===== config.mk =====
export PLATFORM = sky130hd
export DESIGN_NAME = sbc_div
export DESIGN_NICKNAME = d
export VERILOG_FILES = /design/src/design/sbc_pkg.sv /design/src/design/sbc_div.sv
export SDC_FILE = /design/constraint.sdc
export NUM_CORES = 1
export LEC_CHECK = 0
export BUFFER_PORTS_ARGS = -buffer_cell sky130_fd_sc_hd__clkbuf_2
export CORE_MARGIN = 3
export CORE_UTILIZATION = 40
export CTS_BUF_LIST = sky130_fd_sc_hd__clkbuf_4
export DETAILED_ROUTE_END_ITERATION = 10
export PLACE_DENSITY = 0.73
export SLEW_MARGIN = 0
export SYNTH_ARGS = -nofsm -noshare
export SYNTH_HDL_FRONTEND = slang
export SYNTH_SLANG_ARGS = --single-unit

===== constraint.sdc =====
create_clock -name clock -period 4.2 [get_ports clock]
set_clock_uncertainty 0.1 [all_clocks]
set_input_delay 0.42 -clock clock [delete_from_list [all_inputs] [get_ports clock]]
set_output_delay 0.42 -clock clock [all_outputs]
set_load 0.03 [all_outputs]

===== src/design/sbc_pkg.sv =====
// sbc_pkg: shared types, widths and codes for the swept box tile clip block
// no dependencies; imported by the clip top level and the divider

package sbc_pkg;

   // fixed field widths
   localparam int SBC_W  = 35;   // working width of fixed point coordinates
   localparam int IDX_W  = 9;    // signed cell index, grid is at most 127 wide
   localparam int CFG_W  = 7;    // grid size registers
   localparam int AV_W   = 32;   // magnitude of a velocity component
   localparam int POS_W  = 32;
   localparam int SIZE_W = 31;
   localparam int REQ_W  = 208;
   localparam int RSP_W  = 72;

   // module parameter defaults
   localparam int MAX_WIDTH_DEF  = 64;
   localparam int MAX_HEIGHT_DEF = 64;
   localparam int FRAC_BITS_DEF  = 16;

   typedef logic signed [SBC_W-1:0] fix_type;
   typedef logic signed [IDX_W-1:0] idx_type;

   // actions
   localparam logic [1:0] ACT_WRITE = 2'd0;
   localparam logic [1:0] ACT_READ  = 2'd1;
   localparam logic [1:0] ACT_CLIP  = 2'd2;

   // tile kinds
   localparam logic [1:0] KIND_EMPTY  = 2'd0;
   localparam logic [1:0] KIND_SOLID  = 2'd1;
   localparam logic [1:0] KIND_ONEWAY = 2'd2;
   localparam logic [1:0] KIND_BAD    = 2'd3;

   // outcomes
   localparam logic [1:0] OC_NONE  = 2'd0;
   localparam logic [1:0] OC_VLINE = 2'd1;
   localparam logic [1:0] OC_HLINE = 2'd2;

   // register indexes
   localparam logic [0:0] REG_WIDTH  = 1'b0;
   localparam logic [0:0] REG_HEIGHT = 1'b1;

   // one axis of the sweep walk
   typedef struct packed {
      logic              reach;
      logic              vpos;
      logic              vneg;
      idx_type           idx;
      idx_type           last;
      idx_type           line;
      fix_type           front;
      fix_type           orig;
      logic [SIZE_W-1:0] size;
      logic [AV_W-1:0]   av;
   } axis_type;

   typedef enum logic [17:0] {
      S_CLEAR      = 18'h00001,
      S_IDLE       = 18'h00002,
      S_READ       = 18'h00004,
      S_SETUP_X    = 18'h00008,
      S_SETUP_Y    = 18'h00010,
      S_NEED       = 18'h00020,
      S_CORNER_RD  = 18'h00040,
      S_CORNER_CHK = 18'h00080,
      S_MUL_A      = 18'h00100,
      S_MUL_B      = 18'h00200,
      S_ORDER      = 18'h00400,
      S_SHIFT_MUL  = 18'h00800,
      S_DIV_GO     = 18'h01000,
      S_DIV        = 18'h02000,
      S_APPLY      = 18'h04000,
      S_SPAN       = 18'h08000,
      S_SCAN_RD    = 18'h10000,
      S_SCAN_CHK   = 18'h20000
   } state_type;

endpackage


===== src/design/sbc_div.sv =====
// sbc_div: restoring divider, one quotient bit per cycle
// depends on sbc_pkg; dividend high half must be below the divisor

module sbc_div
   import sbc_pkg::*;
(
   input  logic                clock,
   input  logic                reset,
   input  logic                start,
   input  logic [2*AV_W-1:0]   dividend,
   input  logic [AV_W-1:0]     divisor,
   output logic                done,
   output logic [AV_W-1:0]     quotient
);

   localparam int CNT_W = $clog2(AV_W);

   logic              busy_ff, busy_in;
   logic              done_ff, done_in;
   logic [CNT_W-1:0]  cnt_ff, cnt_in;
   logic [AV_W-1:0]   rem_ff, rem_in;
   logic [AV_W-1:0]   quo_ff, quo_in;
   logic [AV_W:0]     trial;
   logic              ge;

   // one trial subtract per cycle
   always_comb begin
      busy_in = busy_ff;
      done_in = 1'b0;
      cnt_in  = cnt_ff;
      rem_in  = rem_ff;
      quo_in  = quo_ff;
      trial   = {rem_ff, quo_ff[AV_W-1]};
      ge      = trial >= {1'b0, divisor};
      if (start) begin
         busy_in = 1'b1;
         cnt_in  = '0;
         rem_in  = dividend[2*AV_W-1:AV_W];
         quo_in  = dividend[AV_W-1:0];
      end else if (busy_ff) begin
         rem_in = ge ? AV_W'(trial - {1'b0, divisor}) : trial[AV_W-1:0];
         quo_in = {quo_ff[AV_W-2:0], ge};
         cnt_in = cnt_ff + 1'b1;
         if (cnt_ff == CNT_W'(AV_W - 1)) begin
            busy_in = 1'b0;
            done_in = 1'b1;
         end
      end
   end

   always_ff @(posedge clock) begin
      if (reset) begin
         busy_ff <= 1'b0;
         done_ff <= 1'b0;
      end else begin
         busy_ff <= busy_in;
         done_ff <= done_in;
      end
      cnt_ff <= cnt_in;
      rem_ff <= rem_in;
      quo_ff <= quo_in;
   end

   assign done     = done_ff;
   assign quotient = quo_ff;

endmodule


==> flow_metrics.env <==
export IMPL_cts_resized=0
export IMPL_ys_seq_area_frac=0.4087
export IMPL_grt_ovfl_total=0
export IMPL_ys_async_sr_fraction=0
export IMPL_synth_top_area_cell="edfxtp_1"
export IMPL_cts_made_buffers=9
export IMPL_synth_xor_area_share=0.04514
export IMPL_clkSinkCount=71
export IMPL_htree_levels=3
export IMPL_antenna_cells=0
export IMPL_syn_area_per_cell_um2=9.796
export IMPL_port_buffers=131
export IMPL_yosys_area_share_simple=0.1339
export IMPL_vdd_ir_drop_max_mv=0.2583
export IMPL_met3_usage=0.06316
export IMPL_crit_chain="inv_1, ha_1, inv_1, fa_1, a21o_1, a221oi_1, or3_1, a2111oi_4, nor3_1, o41ai_2, a31oi_1, nand3_1, nor3b_2"
export IMPL_finalNetCount=778
export IMPL_arrival_ps=3720
export IMPL_cts_tree="yes"
export IMPL_crit_top_cell="inv_1"
export IMPL_drtAntennaViolNets=0
export IMPL_cts_setup_buffers=0
export IMPL_antenna_found_initial=1
export IMPL_mostFrequentLayoutCells="131 x clkbuf_2, 64 x edfxtp_1, 59 x nand2_1, 45 x inv_1, 42 x nor2_1"
export IMPL_synth_flop_cell="edfxtp_1"
export IMPL_wl_um=12850
export IMPL_start_util=0.4148
export IMPL_first_global_vias=4553
export IMPL_worstPathRequired_ps=4340
export IMPL_chipWidth_um=118.3
export IMPL_cts_root_buffer="clkbuf_4"
export IMPL_whs_ps=129.0
export IMPL_dieArea_um2=14000
export IMPL_critical_path_max_stage_delay_ps=520
export IMPL_slew_violations=0
export IMPL_drive_gt1_frac=0.3174
export IMPL_synth_distinct_cells=61
export IMPL_clk_insertion_delay_late_ps=470
export IMPL_cp_max_fo=3
export IMPL_cts_clk_slew_worst_paths_ps=150
export IMPL_crit_type="register to register"
export IMPL_vias=4358
export IMPL_grt_util_met2=0.3198
export IMPL_grt_start_max_net_pins=50
export IMPL_gr_usage_met1=0.2242
export IMPL_hold_viol=0
export IMPL_synth_seq_cells=71
export IMPL_endpoint_kind="register"
export IMPL_rows=40
export IMPL_drt_vias_per_instance=5.334
export IMPL_wl_per_cell_um=15.72
export IMPL_fin_crit_ps=3582
export IMPL_holdBufCountCts=1
export IMPL_cap_viol_max_count=0
export IMPL_drc_errors=0
export IMPL_drtPass1Iterations=4
export IMPL_setup_tns_ps=0
export IMPL_syn_num_nets=649
export IMPL_ys_warn_count=0
export IMPL_ctsLongestPathBuffers=2
export IMPL_busiest_layer="met2"
export IMPL_drtIter0Drc=189
export IMPL_syn2layout_area_growth_pct=19.69
export IMPL_synth_compound_area_frac=0.1830
export IMPL_synth_top_family_by_area="compound AO/OA/AOI/OAI gates"
export IMPL_crit_slowest_cell="a221oi_1"
export IMPL_syn_area_um2=5045
export IMPL_final_common_cell="clkbuf_2"
export IMPL_setup_viol=0
export IMPL_min_path_type="input pin to register"
export IMPL_track_usage=0.1886
export IMPL_ios=132
export IMPL_path_buf_inv=2
export IMPL_slew_headroom=0.5384
export IMPL_synthTopCellsByArea="edfxtp_1 38%, ha_1 8.4%, mux2_2 7.4%"
export IMPL_reg2reg_from="quotient[31]"
export IMPL_syn_inst=515
export IMPL_min_delay_start="dividend[34]"
export IMPL_tightest_slew_ps=692.4
export IMPL_cpLargestDelayFamily="compound AO/OA/AOI/OAI gates"
export IMPL_rsz0062_at_grt="no"
export IMPL_coreArea_um2=12160
export IMPL_synth_top_area_frac=0.3810
export IMPL_grt_pass1_wl_um=21620
export IMPL_dpl_hpwl_um=9636
export IMPL_critPathLaunch="quotient[31]"
export IMPL_synthAdderAreaFrac=0.08829
export IMPL_fmax_mhz=279.2
export IMPL_leakagePower_nw=2.717
export IMPL_status="complete, no violations"
export IMPL_synth_edff_count=64
export IMPL_gp_congestion=0.8799
export IMPL_startpoint_type="register"
export IMPL_die_h_um=118.3
export IMPL_power_density_nw_per_um2=439.2
export IMPL_period_share=0.8529
export IMPL_muxShareOfSynthArea=0.08755
[where the power goes]
part	leakage (nW)	switching (mW)	total, mW	internal [mW]
Sequential	0.696	0.0674	0.983	0.916
Clock	0.0805	0.300	0.489	0.190
Combinational	1.94	0.680	1.18	0.500
Total	2.72	1.05	2.65	1.60
[worst register-to-register path: stages, from the launching register on]
cell and delay (ps):
edfxtp_1 440, inv_1 80, ha_1 150, inv_1 50, fa_1 400, a21o_1 220, a221oi_1 520, or3_1 270
a2111oi_4 100, nor3_1 360, o41ai_2 150, a31oi_1 260, nand3_1 100, nor3b_2 170
[through the flow]
step | power [mW] | setup slack, ps | instance area (µm²) | utilization | instances
floorplan | 1.880 | 838.3 | 5045 | - | 515
global placement | 2.141 | 627.3 | 5881 | 0.4835 | 800
detailed placement | 2.164 | 561.1 | 5881 | 0.4835 | 800
CTS | 2.668 | 612.8 | 6038 | 0.4965 | 817
finish | 2.652 | 617.8 | 6038 | 0.4965 | 817
global route | 2.840 | 329.0 | 6038 | 0.4965 | 817
[metal layers]
layer,share of wire,vias to the layer above
li1,-,2143
met1,0.42,2028
met2,0.47,173
met3,0.095,12
met4,0.013,2
met5,0.0010,-
[Yosys cell counts (all sizes together), types with 3 or more instances]
cell type and count:
buf 6, o21bai 3, or2 3, a211o 3, nor4 3, inv 45, clkbuf 17, a21oi 35
a2bb2oi 3, and3 3, and4 3, edfxtp 64, a31oi 25, o21ai 21, a2111oi 3, mux2 33
nor2 43, xnor2 18, nand2 59, a21o 14, nand4 4, nor4b 3, xor2 8, o21a 3
ha 34, mux2i 7, dfxtp 7, nand3 8, nor3 6
[logic make-up (layout without fill, tap and decap cells)]
logic type / Yosys count / after routing
AOI/OAI and AO/OA: 130 / 130
adders and majority gates: 35 / 35
buffers and inverters: 68 / 202
and+or+nand+nor: 145 / 145
xor gates and xnor gates: 26 / 26
muxes: 40 / 40
DFF: 71 / 71
[cell type report]
class,instances,area [µm²]
clock buffers,9,67.56
multi-input cells,376,2716
repair buffers,141,733.2
flip-flops and latches,71,2062
fillers,1184,6123
clock inverters,7,80.08
well taps,168,210.2
inverters,45,168.9
[final timing paths]
path         slack [ps]          to  cells after the start
max reg2reg         620  rem_ff[28]                     13
min reg2reg         440   cnt_ff[4]                      2
max                 620  rem_ff[28]                     13
min                 130   rem_ff[2]                      3
[sequential cells by signal, summed over array words and instances (netlist names)]
signal / cells
quotient: 32
rem_ff: 32
cnt_ff: 5
busy_ff: 1
done: 1
Power figures use the tool's default switching activity.
